<file path="src/design/tdia_pkg.sv">
package tdia_pkg;

  // Coordinate and result formats
  localparam int COORD_W  = 16;
  localparam int OUT_W    = COORD_W + 1;
  localparam int SQ_W     = 2 * COORD_W;
  localparam int LEN_W    = 2 * COORD_W + 2;
  localparam int REM_W    = COORD_W + 2;
  localparam int SQ_STEPS = LEN_W / 2;

  // Geometry: four vertices, six vertex pairs
  localparam int NVERT = 4;
  localparam int NLANE = 6;
  localparam int PAIR_P [NLANE] = '{0, 0, 0, 1, 1, 2};
  localparam int PAIR_Q [NLANE] = '{1, 2, 3, 2, 3, 3};

  // Pipeline depth: three lane stages, two merge stages, one per root bit
  localparam int LANE_STAGES  = 3;
  localparam int MERGE_STAGES = 2;
  localparam int NSTAGE       = LANE_STAGES + MERGE_STAGES + SQ_STEPS;

  typedef logic [COORD_W-1:0] coord_t;
  typedef logic [LEN_W-1:0]   len_t;

  typedef struct packed {
    coord_t x;
    coord_t y;
    coord_t z;
  } vtx_t;

  // Working state of the digit-by-digit square root
  typedef struct packed {
    logic [OUT_W-1:0] root;
    logic [REM_W-1:0] rem;
    len_t             rad;
  } sqst_t;

  // Magnitude of the difference of two signed coordinates
  function automatic logic [COORD_W-1:0] abs_diff(input coord_t a, input coord_t b);
    logic [COORD_W:0] d;
    logic [COORD_W:0] m;
    d = {a[COORD_W-1], a} - {b[COORD_W-1], b};
    m = d[COORD_W] ? (~d + 1'b1) : d;
    return m[COORD_W-1:0];
  endfunction

endpackage

</file>
<file path="src/design/tdia_sqrt_step.sv">
module tdia_sqrt_step import tdia_pkg::*; (
  input  logic  clk,
  input  logic  adv,
  input  sqst_t st_in,
  output sqst_t st_out
);

  logic [REM_W+1:0] rem_s;
  logic [REM_W+1:0] trial;
  logic [REM_W+1:0] diff;
  logic             ge;
  sqst_t            st_next;
  sqst_t            st_r;

  // One root bit: bring down two radicand bits, try root*4+1
  always_comb begin
    rem_s        = {st_in.rem, st_in.rad[LEN_W-1 -: 2]};
    trial        = {1'b0, st_in.root, 2'b01};
    diff         = rem_s - trial;
    ge           = (rem_s >= trial);
    st_next.root = {st_in.root[OUT_W-2:0], ge};
    st_next.rem  = ge ? diff[REM_W-1:0] : rem_s[REM_W-1:0];
    st_next.rad  = {st_in.rad[LEN_W-3:0], 2'b00};
  end

  always_ff @(posedge clk) begin
    if (adv) begin
      st_r <= st_next;
    end
  end

  assign st_out = st_r;

endmodule

</file>
<file path="config.mk">
export PLATFORM = sky130hd
export DESIGN_NAME = tdia_sqrt_step
export DESIGN_NICKNAME = d
export VERILOG_FILES = /design/src/design/tdia_pkg.sv /design/src/design/tdia_sqrt_step.sv
export SDC_FILE = /design/constraint.sdc
export NUM_CORES = 1
export LEC_CHECK = 0
export ABC_AREA = 1
export BUFFER_PORTS_ARGS = -buffer_cell sky130_fd_sc_hd__buf_2
export CAP_MARGIN = 20
export CORE_UTILIZATION = 36
export DETAILED_ROUTE_END_ITERATION = 10
export GPL_TIMING_DRIVEN = 0
export PLACE_DENSITY = 0.67
export SLEW_MARGIN = 15
export SYNTH_ARGS = -nofsm -noshare
export SYNTH_HDL_FRONTEND = slang
export SYNTH_SLANG_ARGS = --single-unit
</file>
<file path="constraint.sdc">
create_clock -name clk -period 2 [get_ports clk]
set_clock_uncertainty 0.1 [all_clocks]
set_input_delay 0.4 -clock clk [delete_from_list [all_inputs] [get_ports clk]]
set_output_delay 0.4 -clock clk [all_outputs]
set_load 0.02 [all_outputs]
</file>
==> flow_summary.yaml <==
status:
  status: "finished clean"
logic_synthesis:
  synth_cells: 351
  syn-cell-area_mm2: 0.00343
  synth-seq-area-share_pct: 58.6
  yosys_register_bits: 67
  synth_warnings: 0
  avgSynthCellArea_um2: 9.78
  synth_cell_types: 24
route:
  viasPerCell: 4.44
  vias: 2811
  avgRoutedWirePerCell_um: 12.8
  drc: 0
  first_pass_iters: 4
  routed_wl_mm: 8.12
  antenna_left: 0
  drt_iter0_drc: 94
sta:
  setup_viol: 0
  hold_violations: 0
  tightest_slew_ns: 0.827
  layout_min_cycle_time_ns: 1.90
  drv_slew: 0
  slew_headroom_pct: 44.9
  fmax_mhz: 527
  post-route-period-util_pct: 94.9
  finalWorstSetupSlack_ns: 0.101
  rsz0062_at_grt: "no"
placement:
  dpl.hpwl_mm: 6.15
  placed_cell_area_mm2: 0.00429
  preCtsSetupSlack_ns: -0.311
  portBuffers: 137
  dp_cells: 618
  gp_congestion: 0.804
clocking:
  cts_resized: 0
  clock_sinks: 67
  cts_buffer_depth: 2
  post_cts_buffers: 0
  tritoncts: "built"
  cts_root_buffer: "clkbuf_8"
  cts_buffers: 9
  ctsHoldBuffers: 0
  path_clk_slew_ns: 0.07
  htreeDepth: 3
global_routing:
  grt_max_degree: 68
  grt_pass1_wl_mm: 12.4
  grt_pass1_vias: 2683
  gr-total-overflow: 0
  antenna_found_initial: 0
  grt.total_usage_pct: 16.5
die:
  die_area_mm2: 0.00993
  dieHeight_um: 99.7
  ios: 140
  row_count: 35
  fp.coreArea_mm2: 0.00924
  start_util_pct: 37.2
  dieWidth_um: 99.7
finish:
  largest_reg_flops: 67
  syn_to_final_growth_pct: 33.6
  design_area_mm2: 0.00459
  instances_no_fill: 633
  layout.nets: 590
  fin_util_pct: 49.7
  antenna_cells: 0
  drive_gt1_share_pct: 35.1
critical_path:
  arrival_ns: 1.90
  path_cells: "buf_2, inv_1, ha_1, nand2_2, nor2_2, nand3_1, o21ai_1, nor2_1, nand2_4, inv_4, buf_6, nand2_1, nand2_1"
  criticalPathCategory: "input pin to flip-flop"
  worstPathRequired_ns: 2.00
  startpoint_type: "input pin"
  cpMostUsedCell: "nand2_1"
  critPathCaptureType: "flip-flop"
  crit_path_max_incr_delay_ns: 0.39
  slowest_stage: "ha_1"
  path_buf_inv: 4
  cp_max_fo: 10
  path_delay_family: "simple AND/OR/NAND/NOR gates"
flow_run:
  max-cap-violations: 0
power_and_ir_drop:
  p_leak_nw: 2.26
  p_per_area_mw_per_mm2: 839
  ir_drop_mv: 0.307
  power.total_mw: 3.85
worst_hold_path:
  hp-class: "input pin to flip-flop"
==> path summary, 6_finish.rpt <==
| check | cells past startpoint | start | slack (ns) | endpoint |
|---|---|---|---|---|
| max | 13 | st_in[62] | 0.10 | st_out[42] |
| min | 1 | st_in[20] | 0.13 | st_out[22] |
==> synthesized netlist by cell type <==
master    count  area [um2]
nand4_1       1        6.26
nand3b_4      1        20.0
nor2_2        1        6.26
inv_1        52         195
o21ai_0       4        20.0
o21ai_1       1        5.00
nand2_1     125         469
buf_4         3        22.5
nor2_1       20        75.1
buf_6         2        22.5
nand2_2       2        12.5
edfxtp_1     67        2010
nand2_4       1        11.3
inv_2         2        7.51
nand3_1      18        90.1
xor2_2        1        16.3
conb_1        1        3.75
xnor2_1       1        8.76
nand3b_1      5        37.5
a21oi_1      14        70.1
inv_4         1        6.26
ha_1         19         238
xor2_1        8        70.1
o21bai_1      1        7.51
==> through the flow <==
stage	setup TNS (ns)	hold WS, ns
global placement	-4.98	0.477
global route	0	0.103
CTS	0	0.112
floorplan	0	0.399
finish	0	0.127
detailed placement	-5.04	0.478
==> per-layer routing <==
metal / wire, um / track usage, % / vias up
li1: - / - / 1431
met5: 0 / 0 / -
met4: 106 / 7.24 / 0
met3: 636 / 4.78 / 9
met2: 3900 / 28.2 / 119
met1: 3480 / 19.4 / 1252
==> final cells by class <==
type / count / area (um2)
Fill cell: 869 / 4650
Sequential cell: 67 / 2010
Inverter: 55 / 209
Timing Repair Buffer: 137 / 688
Clock inverter: 6 / 90.1
Buffer: 5 / 45.0
Tap cell: 129 / 161
Multi-Input combinational cell: 225 / 1260
Clock buffer: 9 / 124
==> cells in the final DEF (no fill, tap or decap) <==
master	count
ha_2	1
xnor2_1	1
nor2_1	18
nand2_4	1
ha_1	12
nand2_2	4
clkbuf_8	9
inv_2	2
inv_6	1
xor2_1	8
edfxtp_1	67
clkinv_2	1
conb_1	2
buf_6	2
clkinvlp_4	1
o21ai_1	1
nand4_1	1
buf_2	136
o21ai_0	4
ha_4	6
nand3_1	18
inv_1	52
o21bai_1	1
nand2_1	123
nand3b_1	5
nor2_2	3
nand3b_4	1
inv_4	1
a21oi_1	14
buf_4	4
bufinv_16	2
clkinv_4	1
xor2_2	1
==> logic make-up after synthesis <==
family,after synthesis,share of synthesized area (%)
buffers and inverters,60,7.40
AND/OR/NAND/NOR,174,21.2
other,1,0.109
flip-flops,67,58.6
XOR/XNOR,10,2.77
AO/OA/AOI/OAI,20,2.99
adder cells (fa/ha/maj),19,6.92
==> report_power, final <==
part	internal, mW	switching [mW]
Clock	0.699	0.540
Combinational	0.317	0.554
Sequential	1.71	0.0298
(Power assumes the default switching activity.)
