==> config.mk <==
export PLATFORM = sky130hd
export DESIGN_NAME = tdia_lane
export DESIGN_NICKNAME = d
export VERILOG_FILES = /design/src/design/tdia_pkg.sv /design/src/design/tdia_lane.sv
export SDC_FILE = /design/constraint.sdc
export NUM_CORES = 2
export LEC_CHECK = 0
export ABC_AREA = 1
export BUFFER_PORTS_ARGS = -buffer_cell sky130_fd_sc_hd__buf_2
export CAP_MARGIN = 30
export CORE_ASPECT_RATIO = 0.9
export CORE_MARGIN = 4
export CORE_UTILIZATION = 56
export CTS_CLUSTER_SIZE = 20
export DETAILED_ROUTE_END_ITERATION = 16
export GPL_TIMING_DRIVEN = 0
export PLACE_DENSITY = 0.73
export SKIP_LAST_GASP = 1
export SYNTH_ARGS = -nofsm -noshare
export SYNTH_HDL_FRONTEND = slang
export SYNTH_SLANG_ARGS = --single-unit
export TNS_END_PERCENT = 50
==> constraint.sdc <==
create_clock -name clk -period 7.6 [get_ports clk]
set_clock_uncertainty 0.05 [all_clocks]
set_input_delay 1.52 -clock clk [delete_from_list [all_inputs] [get_ports clk]]
set_output_delay 1.52 -clock clk [all_outputs]
set_load 0.02 [all_outputs]
==> src/design/tdia_pkg.sv <==
package tdia_pkg;

  // Coordinate and result formats
  localparam int COORD_W  = 16;
  localparam int OUT_W    = COORD_W + 1;
  localparam int SQ_W     = 2 * COORD_W;
  localparam int LEN_W    = 2 * COORD_W + 2;
  localparam int REM_W    = COORD_W + 2;
  localparam int SQ_STEPS = LEN_W / 2;

  // Geometry: four vertices, six vertex pairs
  localparam int NVERT = 4;
  localparam int NLANE = 6;
  localparam int PAIR_P [NLANE] = '{0, 0, 0, 1, 1, 2};
  localparam int PAIR_Q [NLANE] = '{1, 2, 3, 2, 3, 3};

  // Pipeline depth: three lane stages, two merge stages, one per root bit
  localparam int LANE_STAGES  = 3;
  localparam int MERGE_STAGES = 2;
  localparam int NSTAGE       = LANE_STAGES + MERGE_STAGES + SQ_STEPS;

  typedef logic [COORD_W-1:0] coord_t;
  typedef logic [LEN_W-1:0]   len_t;

  typedef struct packed {
    coord_t x;
    coord_t y;
    coord_t z;
  } vtx_t;

  // Working state of the digit-by-digit square root
  typedef struct packed {
    logic [OUT_W-1:0] root;
    logic [REM_W-1:0] rem;
    len_t             rad;
  } sqst_t;

  // Magnitude of the difference of two signed coordinates
  function automatic logic [COORD_W-1:0] abs_diff(input coord_t a, input coord_t b);
    logic [COORD_W:0] d;
    logic [COORD_W:0] m;
    d = {a[COORD_W-1], a} - {b[COORD_W-1], b};
    m = d[COORD_W] ? (~d + 1'b1) : d;
    return m[COORD_W-1:0];
  endfunction

endpackage

==> src/design/tdia_lane.sv <==
module tdia_lane import tdia_pkg::*; (
  input  logic clk,
  input  logic adv,
  input  vtx_t va,
  input  vtx_t vb,
  output len_t len
);

  logic [COORD_W-1:0] mag [3];
  logic [SQ_W-1:0]    sq  [3];
  len_t               len_r;

  // Stage 1: per-axis distance
  always_ff @(posedge clk) begin
    if (adv) begin
      mag[0] <= abs_diff(va.x, vb.x);
      mag[1] <= abs_diff(va.y, vb.y);
      mag[2] <= abs_diff(va.z, vb.z);
    end
  end

  // Stage 2: squares
  always_ff @(posedge clk) begin
    if (adv) begin
      for (int i = 0; i < 3; i++) begin
        sq[i] <= SQ_W'(mag[i]) * SQ_W'(mag[i]);
      end
    end
  end

  // Stage 3: squared edge length
  always_ff @(posedge clk) begin
    if (adv) begin
      len_r <= LEN_W'(sq[0]) + LEN_W'(sq[1]) + LEN_W'(sq[2]);
    end
  end

  assign len = len_r;

endmodule

==> flow_summary.ini <==
[clock_tree]
insertion_delay_ns = 0.47
h-tree-depth = 4
cts.sinks = 175
cts_hold_buffers = 0
cts-buffers-inserted = 17
cts_root_buf = clkbuf_16
cts_setup_buffers = 0
cts_buffer_depth = 2
cts_tree = yes
clk_pin_slew_ns = 0.08
cts_repair_resize_count = 0

[hold_path]
hp-start = mag[0][32]
holdPathStages = 0
hp-class = flip-flop to flip-flop
min_to = sq[0][64]

[die]
dieArea_um2 = 64500
placementRows = 85
die_h_um = 241
num_io_pins = 132
die_x_um = 267
start_util = 0.566
coreArea_um2 = 59900

[placed_design]
place_area_um2 = 35500
gp_congestion = 0.957
port_buffers = 131
hpwl_um = 64900

[worst_setup_path]
crit_fanout = 10
r2r_start = mag[0][18]
worstPathRequired_ns = 7.78
worst_setup_path_end_kind = flip-flop
cp-start-kind = flip-flop
rrSetupSlack_ns = 0.86
timing_worst_setup_path_type = flip-flop to flip-flop
crit_family = adder cells
crit_arrival_ns = 6.92
slowest_delay_ns = 0.55
crit_top_cell = nand2_1
regToRegEndpoint = sq[0][61]
reg2regPathDepth = 23
worst-path-buf-inv = 5
cp_slowest_cell = clkbuf_1
path_cells = clkbuf_1 -> clkbuf_1 -> nand2_1 -> fa_1 -> fa_1 -> inv_1 -> fa_1 -> fa_1 -> fa_1 -> inv_1 -> fa_1 -> inv_1 -> ha_1 -> a21o_1 -> a31oi_1 -> nand2_1 -> nand2_1 -> nand3_1 -> a21o_1 -> nand2_1 -> nand2_1 -> nand2_1 -> nand2_1

[final_layout]
design_area_um2 = 36100
n_antenna_cell = 0
area_growth_pct = 6.71
fin_util = 0.604
nNetsFinal = 5244
drive_gt1_frac = 0.0562

[job]
maxCapViolCount = 0

[yosys]
ys_ff_latch = 175
synth_edf_count = 175
avgSynthCellArea_um2 = 8.29
async_reset_ff_frac = 0
ys_warn_count = 0
syn_area_um2 = 33900
synth_cell_types = 51
ys.flop_type = edfxtp_1
synthCells = 4087
ys_seq_area_frac = 0.155

[timing]
setup_violations = 0
fin_crit_sh = 0.887
worst_pin_slew_ns = 0.704
fin_setup_tns_ns = 0
fin_crit_ns = 6.74
clock.fmax_mhz = 148
slew_viol_final = 0
grt_setup_unrepaired = no
slew_headroom = 0.531
hold_viol_final = 0

[status]
status = finished, final reports clean

[detailed_routing]
vias_per_cell = 5.12
drt_pass1_iterations = 8
antenna_left = 0
num_vias = 25768
wl_per_cell_um = 14.9
wl_um = 75200
route.detailed.drc = 0
dr.first_iter.drc_count = 1704

[global_routing]
grt_pass1_wl_um = 127000
antenna_found_initial = 2
grt_pass1_vias = 25962
grt_max_degree = 91
overflow = 0
grt_usage = 0.246
layout by cell type, fill, tap and decap left out, types with 3 or more instances in the layout:
cell / instances
buf_6: 3
or2_2: 8
a21boi_0: 3
nand2_2: 25
edfxtp_1: 175
xnor2_1: 54
nor2_2: 6
nand3_1: 101
clkbuf_1: 89
o211ai_1: 3
nand2_1: 875
o21a_1: 4
nor2_1: 192
conb_1: 3
fa_1: 523
o21ai_1: 6
inv_1: 1122
a31oi_1: 19
a21o_1: 18
nand3_2: 11
nand3b_1: 4
o21bai_1: 16
a21oi_1: 156
ha_1: 383
a21boi_1: 3
clkbuf_16: 17
clkinv_4: 4
xor2_1: 126
and2_1: 6
nand4_1: 20
nor3_1: 27
inv_8: 4
o21ai_0: 74
buf_2: 130
xor2_2: 5
how the worst max path moves through the flow:
stage | start | end | depth (start not counted)
finish | mag[0][18] | sq[0][61] | 23
detailed placement | mag[0][18] | sq[0][61] | 23
floorplan | mag[0][41] | sq[0][92] | 26
global placement | mag[0][18] | sq[0][61] | 23
global route | mag[0][18] | sq[0][60] | 24
CTS | mag[0][18] | sq[0][61] | 23
routing by layer:
layer | part of all wire | track usage
met3 | 0.063 | 0.0326
met1 | 0.47 | 0.357
met2 | 0.45 | 0.399
met4 | 0.017 | 0.0544
met5 | 0.00017 | 0
flip-flops by register name, summed over array words and instances, names as in the netlist:
register and count:
sq 93, len 34, mag 48
Yosys cell counts (3+ instances only):
cell | instances | area share
a21boi_0 | 3 | 0.00066
a21boi_1 | 3 | 0.00066
a21o_1 | 18 | 0.0040
a21oi_1 | 156 | 0.023
a31oi_1 | 19 | 0.0035
and2_1 | 6 | 0.0011
buf_6 | 3 | 0.0010
clkbuf_1 | 89 | 0.0099
edfxtp_1 | 175 | 0.16
fa_1 | 523 | 0.31
ha_1 | 383 | 0.14
inv_1 | 1122 | 0.12
nand2_1 | 875 | 0.097
nand2_2 | 25 | 0.0046
nand3_1 | 101 | 0.015
nand3_2 | 11 | 0.0033
nand3b_1 | 4 | 0.00089
nand4_1 | 20 | 0.0037
nor2_1 | 192 | 0.021
nor2_2 | 6 | 0.0011
nor3_1 | 27 | 0.0040
o211ai_1 | 3 | 0.00066
o21a_1 | 4 | 0.00089
o21ai_0 | 74 | 0.011
o21ai_1 | 6 | 0.00089
o21bai_1 | 16 | 0.0035
or2_2 | 8 | 0.0015
xnor2_1 | 54 | 0.014
xor2_1 | 126 | 0.033
xor2_2 | 5 | 0.0024
through the flow:
step / hold WS [ns] / setup WS, ns / instances
6_report: 0.400 / 0.859 / 5035
4_1_cts: 0.402 / 0.862 / 5035
5_1_grt: 0.426 / 0.507 / 5035
2_1_floorplan: 0.374 / 1.95 / 4089
3_5_place_dp: 0.386 / 0.874 / 5004
3_3_place_gp: 0.379 / 0.918 / 5003
kinds of logic after synthesis:
logic type               synth area share
AO/OA/AOI/OAI                      0.0519
XOR/XNOR                           0.0494
adder cells (fa/ha/maj)             0.451
buffers and inverters               0.136
flip-flops                          0.155
other                            0.000111
AND/OR/NAND/NOR                     0.157
layout make-up:
cell class                      count  area [um^2]
Multi-Input combinational cell   2695        24000
Fill cell                        5329        23700
Sequential cell                   175         5260
Inverter                         1125         4220
Tap cell                          783          980
Timing Repair Buffer              132          693
Clock buffer                       17          425
Buffer                             94          375
Clock inverter                     14          168
Power is left out: the tool's default activity adds up to more than one toggle a clock period on the data nets, which glitch-free logic cannot reach.
