## src/design/tdia_pkg.sv

```systemverilog
package tdia_pkg;

  // Coordinate and result formats
  localparam int COORD_W  = 16;
  localparam int OUT_W    = COORD_W + 1;
  localparam int SQ_W     = 2 * COORD_W;
  localparam int LEN_W    = 2 * COORD_W + 2;
  localparam int REM_W    = COORD_W + 2;
  localparam int SQ_STEPS = LEN_W / 2;

  // Geometry: four vertices, six vertex pairs
  localparam int NVERT = 4;
  localparam int NLANE = 6;
  localparam int PAIR_P [NLANE] = '{0, 0, 0, 1, 1, 2};
  localparam int PAIR_Q [NLANE] = '{1, 2, 3, 2, 3, 3};

  // Pipeline depth: three lane stages, two merge stages, one per root bit
  localparam int LANE_STAGES  = 3;
  localparam int MERGE_STAGES = 2;
  localparam int NSTAGE       = LANE_STAGES + MERGE_STAGES + SQ_STEPS;

  typedef logic [COORD_W-1:0] coord_t;
  typedef logic [LEN_W-1:0]   len_t;

  typedef struct packed {
    coord_t x;
    coord_t y;
    coord_t z;
  } vtx_t;

  // Working state of the digit-by-digit square root
  typedef struct packed {
    logic [OUT_W-1:0] root;
    logic [REM_W-1:0] rem;
    len_t             rad;
  } sqst_t;

  // Magnitude of the difference of two signed coordinates
  function automatic logic [COORD_W-1:0] abs_diff(input coord_t a, input coord_t b);
    logic [COORD_W:0] d;
    logic [COORD_W:0] m;
    d = {a[COORD_W-1], a} - {b[COORD_W-1], b};
    m = d[COORD_W] ? (~d + 1'b1) : d;
    return m[COORD_W-1:0];
  endfunction

endpackage

```

## src/design/tdia_merge.sv

```systemverilog
module tdia_merge import tdia_pkg::*; (
  input  logic clk,
  input  logic adv,
  input  len_t len_in [NLANE],
  output len_t best
);

  len_t pmax [NLANE/2];
  len_t best_r;
  len_t m01;

  // Stage 1: pairwise maximum
  always_ff @(posedge clk) begin
    if (adv) begin
      for (int i = 0; i < NLANE/2; i++) begin
        pmax[i] <= (len_in[2*i] > len_in[2*i+1]) ? len_in[2*i] : len_in[2*i+1];
      end
    end
  end

  // Stage 2: maximum of the three survivors
  always_comb begin
    m01 = (pmax[0] > pmax[1]) ? pmax[0] : pmax[1];
  end

  always_ff @(posedge clk) begin
    if (adv) begin
      best_r <= (m01 > pmax[2]) ? m01 : pmax[2];
    end
  end

  assign best = best_r;

endmodule

```

## config.mk

```make
export PLATFORM = sky130hd
export DESIGN_NAME = tdia_merge
export DESIGN_NICKNAME = d
export VERILOG_FILES = /design/src/design/tdia_pkg.sv /design/src/design/tdia_merge.sv
export SDC_FILE = /design/constraint.sdc
export NUM_CORES = 1
export LEC_CHECK = 0
export BUFFER_PORTS_ARGS = -buffer_cell sky130_fd_sc_hd__buf_2
export CORE_ASPECT_RATIO = 1.25
export CORE_MARGIN = 8
export CORE_UTILIZATION = 30
export CTS_BUF_LIST = sky130_fd_sc_hd__clkbuf_8 sky130_fd_sc_hd__clkbuf_16
export DETAILED_ROUTE_END_ITERATION = 10
export HOLD_SLACK_MARGIN = 0.02
export MAX_ROUTING_LAYER = met4
export PLACE_DENSITY = 0.52
export SLEW_MARGIN = 10
export SYNTH_ARGS = -nofsm -noshare
export SYNTH_HDL_FRONTEND = slang
export SYNTH_SLANG_ARGS = --single-unit
```

## constraint.sdc

```tcl
create_clock -name clk -period 4 [get_ports clk]
set_input_delay 0.2 -clock clk [delete_from_list [all_inputs] [get_ports clk]]
set_output_delay 0.2 -clock clk [all_outputs]
set_load 0.05 [all_outputs]
```

==> impl_summary.txt <==
----------------------------------------------------
[Outcome]
  Status ... finished, violations left
  Violated checks ... setup timing

[Floorplanning]
  Die Span X ... around 200 um
  Core area ... 41800 um^2
  Count of standard-cell rows ... 84
  Starting density of the core ... 30.3%
  I/O pin count ... 240
  Chip Height ... 246 um
  Area of the die ... roughly 49000 um^2

[Detailed routing]
  Vias per cell ... 5.18
  Number of optimization iterations in the first detailed-route pass ... 5
  Wire length per cell ... 19.2 um
  Total number of vias ... between 10000 and 15000
  Iter 0 DRT Violations ... between 600 and 700
  Post-route ant nets ... 0
  Post-Route WL ... 42100 um
  DRC errors left ... 0

[Place]
  Placed cell area ... 15200 um^2
  Final Wtd Congestion ... 0.858
  Hpwl dp ... about 33000 um
  Number of input and output port buffers inserted ... 239

[GRT]
  Remaining Overflow, GRT ... 0
  Via count of the first global-routing pass ... 11500
  Tot GR Track Use ... between 15 and 20%
  Number of antenna violations at the first check in global routing ... 1
  Wire length of the first global-routing pass ... about 64000 um
  Largest net degree at the start of global routing ... 69

[Yosys]
  Cell count after synthesis ... 1322
  Flip-flop cell with the highest count after synthesis ... sky130_fd_sc_hd__edfxtp_1
  Sequential element share of the synthesized area ... 32.3%
  Number of flops mapped to enable cells by yosys ... 136
  Post-Synthesis Net Count ... 1698
  Most common cell in the netlist ... sky130_fd_sc_hd__inv_1
  Total number of yosys warnings ... 0
  Number of synthesized register bits ... 136
  Top cell type by total area after synthesis ... sky130_fd_sc_hd__edfxtp_1
  Leading cell types by count after synthesis ... 176 x sky130_fd_sc_hd__inv_1, 173 x sky130_fd_sc_hd__nand3_1, 170 x sky130_fd_sc_hd__ha_1
  Top area cells in the synthesized netlist ... sky130_fd_sc_hd__edfxtp_1 32%, sky130_fd_sc_hd__ha_1 17%, sky130_fd_sc_hd__mux2_4 7.0%, sky130_fd_sc_hd__nand3_1 6.8%, sky130_fd_sc_hd__inv_1 5.2%
  Ys async rst share ... 0%
  Post-synthesis area per instance ... around 9.6 um^2
  Summed instance area of the synthesized netlist ... 12700 um^2
  Portion of synthesized cell area occupied by the leading cell type ... 32.3%
  Count of unique library cells instantiated by Yosys ... 52

[Worst setup path]
  Data required time of the critical path ... 4160 ps
  Number of cell instances on the worst register-to-register path ... 19
  Startpoint Class ... flip-flop
  Sort of element at the end of the critical path ... flip-flop
  Largest driver fanout on the critical path ... 8
  WS Path Type ... reg -> reg
  Arrival time at the worst endpoint ... 4680 ps

[CTS]
  Max Buffers Root-to-Sink ... 2
  Sink Count ... 136
  Clk Latency, worst-skew pair ... 420 ps
  TritonCTS Buffers ... 17
  TritonCTS clock tree ... done
  Root Buffer ... sky130_fd_sc_hd__clkbuf_16
  # H-tree levels ... 4
  Clock transition at the registers of the reported paths ... 60 ps

[STA]
  Setup-failing EPs final ... 34
  Fin Clk Skew ... 7.95 ps
  Final Hold Vio Count ... 0
  Minimum clock period after layout ... 4520 ps
  Final Worst Setup Slack ... -517 ps
  Worst Hold Margin ... 99.4 ps
  Max-slew violation count ... 0
  Setup repair after global routing missed its margin ... yes
  Tcrit/Tclk final ... 113%
  Worst slew margin relative to its limit ... 39.6%
  Actual slew at the worst max-slew pin ... 906 ps
  Maximum clock frequency ... 0.221 GHz

[Flow run]
  Max-capacitance violation count ... 0

[Worst hold path]
  Hold Path Stages ... 2
  Worst Hold Class ... in -> reg

[Layout]
  Fillcell total ... 4231
  Diodes inserted ... 0
  Share of post-route cells with drive strength above 1 ... 34.9%
  Number of nets in the final layout ... between 2000 and 2500
  Final standard cell area without fillers ... 16500 um^2
  Area delta synth->final ... 30.0%

[Pwr]
  Power per Cell Area ... 418 nW/um^2
  Leakage power summed over all cells ... 0.00744 uW
  Sequential fraction of design power ... 29.4%
  Int Power ... 4420 uW
  Switching portion of total power ... 35.7%
  VDD IR max ... 0.000242 V
  Combinational fraction of design power ... 47.3%
  Net switching power ... between 2000 and 2500 uW
  Clock share of power ... 23.2%

----------------------------------------------------
-- metrics by stage --
stage               std cells  utilization [%]  setup TNS (ps)  total power (uW)  worst slack [ps]
global route             2197             39.3          -21320              7260              -667
finish                   2197             39.3          -16100              6880              -517
global placement         2142             36.4          -12980              4910              -417
CTS                      2193             39.1          -12040              6900              -388
floorplan                1322                -            -170              3900             -34.9
detailed placement       2142             36.4          -14610              4940              -458
-- flip-flops by register name, summed over array words and instances, names as in the netlist --
signal,flops
best,34
pmax,102
-- worst paths after layout --
check	startpoint	to	slack, ps
min reg2reg	pmax[0][85]	best[17]	590
min	len_in[9]	pmax[0][77]	100
max reg2reg	pmax[0][30]	best[14]	-520
max	pmax[0][30]	best[14]	-520
-- layout make-up --
cell class	instances	area, um^2	share of cell area, %
Sequential cell	136	4080	24.8
Clock buffer	17	425	2.58
Multi-Input combinational cell	929	8120	49.3
Tap cell	559	699	4.25
Timing Repair Buffer	366	2300	14.0
Clock inverter	14	171	1.04
Inverter	176	661	4.01
-- layout by cell type (no fill, tap or decap), drive strengths merged, types with 10 or more instances in the layout --
cell / instances
nand3: 173
mux2: 100
nor2: 50
inv: 181
a21oi: 51
nand2: 89
ha: 170
o21ai: 22
a21o: 53
nand4: 31
o211ai: 37
and4: 10
o311ai: 35
edfxtp: 136
o311a: 33
a311o: 35
clkbuf: 18
buf: 365
-- timing repair --
action | 4_1_cts | 5_1_grt
buffers inserted | 19 | 8
pin swaps | 5 | 26
gates resized for setup | 60 | 16
cloned | 3 | 1
hold buffers | 0 | 0
endpoints found under the setup margin | 34 | 34
-- worst max-delay path: stages (launching register included) --
cell                        delay, ps
sky130_fd_sc_hd__edfxtp_1         460
sky130_fd_sc_hd__ha_1             330
sky130_fd_sc_hd__and4_4           180
sky130_fd_sc_hd__and4_4           180
sky130_fd_sc_hd__a41oi_2          200
sky130_fd_sc_hd__o211ai_2         150
sky130_fd_sc_hd__o22ai_4          300
sky130_fd_sc_hd__buf_6            200
sky130_fd_sc_hd__buf_8            130
sky130_fd_sc_hd__mux2_4           320
sky130_fd_sc_hd__ha_4             160
sky130_fd_sc_hd__a21o_1           140
sky130_fd_sc_hd__a21o_1           160
sky130_fd_sc_hd__a21oi_2          170
sky130_fd_sc_hd__o21ai_4          110
sky130_fd_sc_hd__a2111oi_4        380
sky130_fd_sc_hd__nor2_4            90
sky130_fd_sc_hd__buf_12           150
sky130_fd_sc_hd__buf_12           140
sky130_fd_sc_hd__mux2_4           300
-- routing by layer --
| layer | global-route usage, % | up-vias | share of wire [%] |
|---|---|---|---|
| met2 | 31.1 | 283 | 53 |
| met3 | 1.45 | 43 | 3.2 |
| met1 | 19.8 | 5467 | 41 |
| li1 | - | 5584 | - |
| met5 | - | - | 0 |
| met4 | 5.50 | 0 | 2.6 |
-- power by group through the flow --
stage          logic (uW)  clock network [uW]  registers [uW]
2_1_floorplan        1590                   0            2310
3_3_place_gp         2850                   0            2060
3_5_place_dp         2880                   0            2050
4_1_cts              3250                1630            2030
5_1_grt              3540                1680            2050
6_report             3260                1600            2030
-- kinds of logic after synthesis --
kind of cell    share of synthesized area, %
flops                                   32.3
mux                                     10.8
buf+inv                                 8.14
fa+ha+maj                               16.8
compound gates                          17.8
simple gates                            14.2
Note: power is estimated with default switching activity, not from simulation.
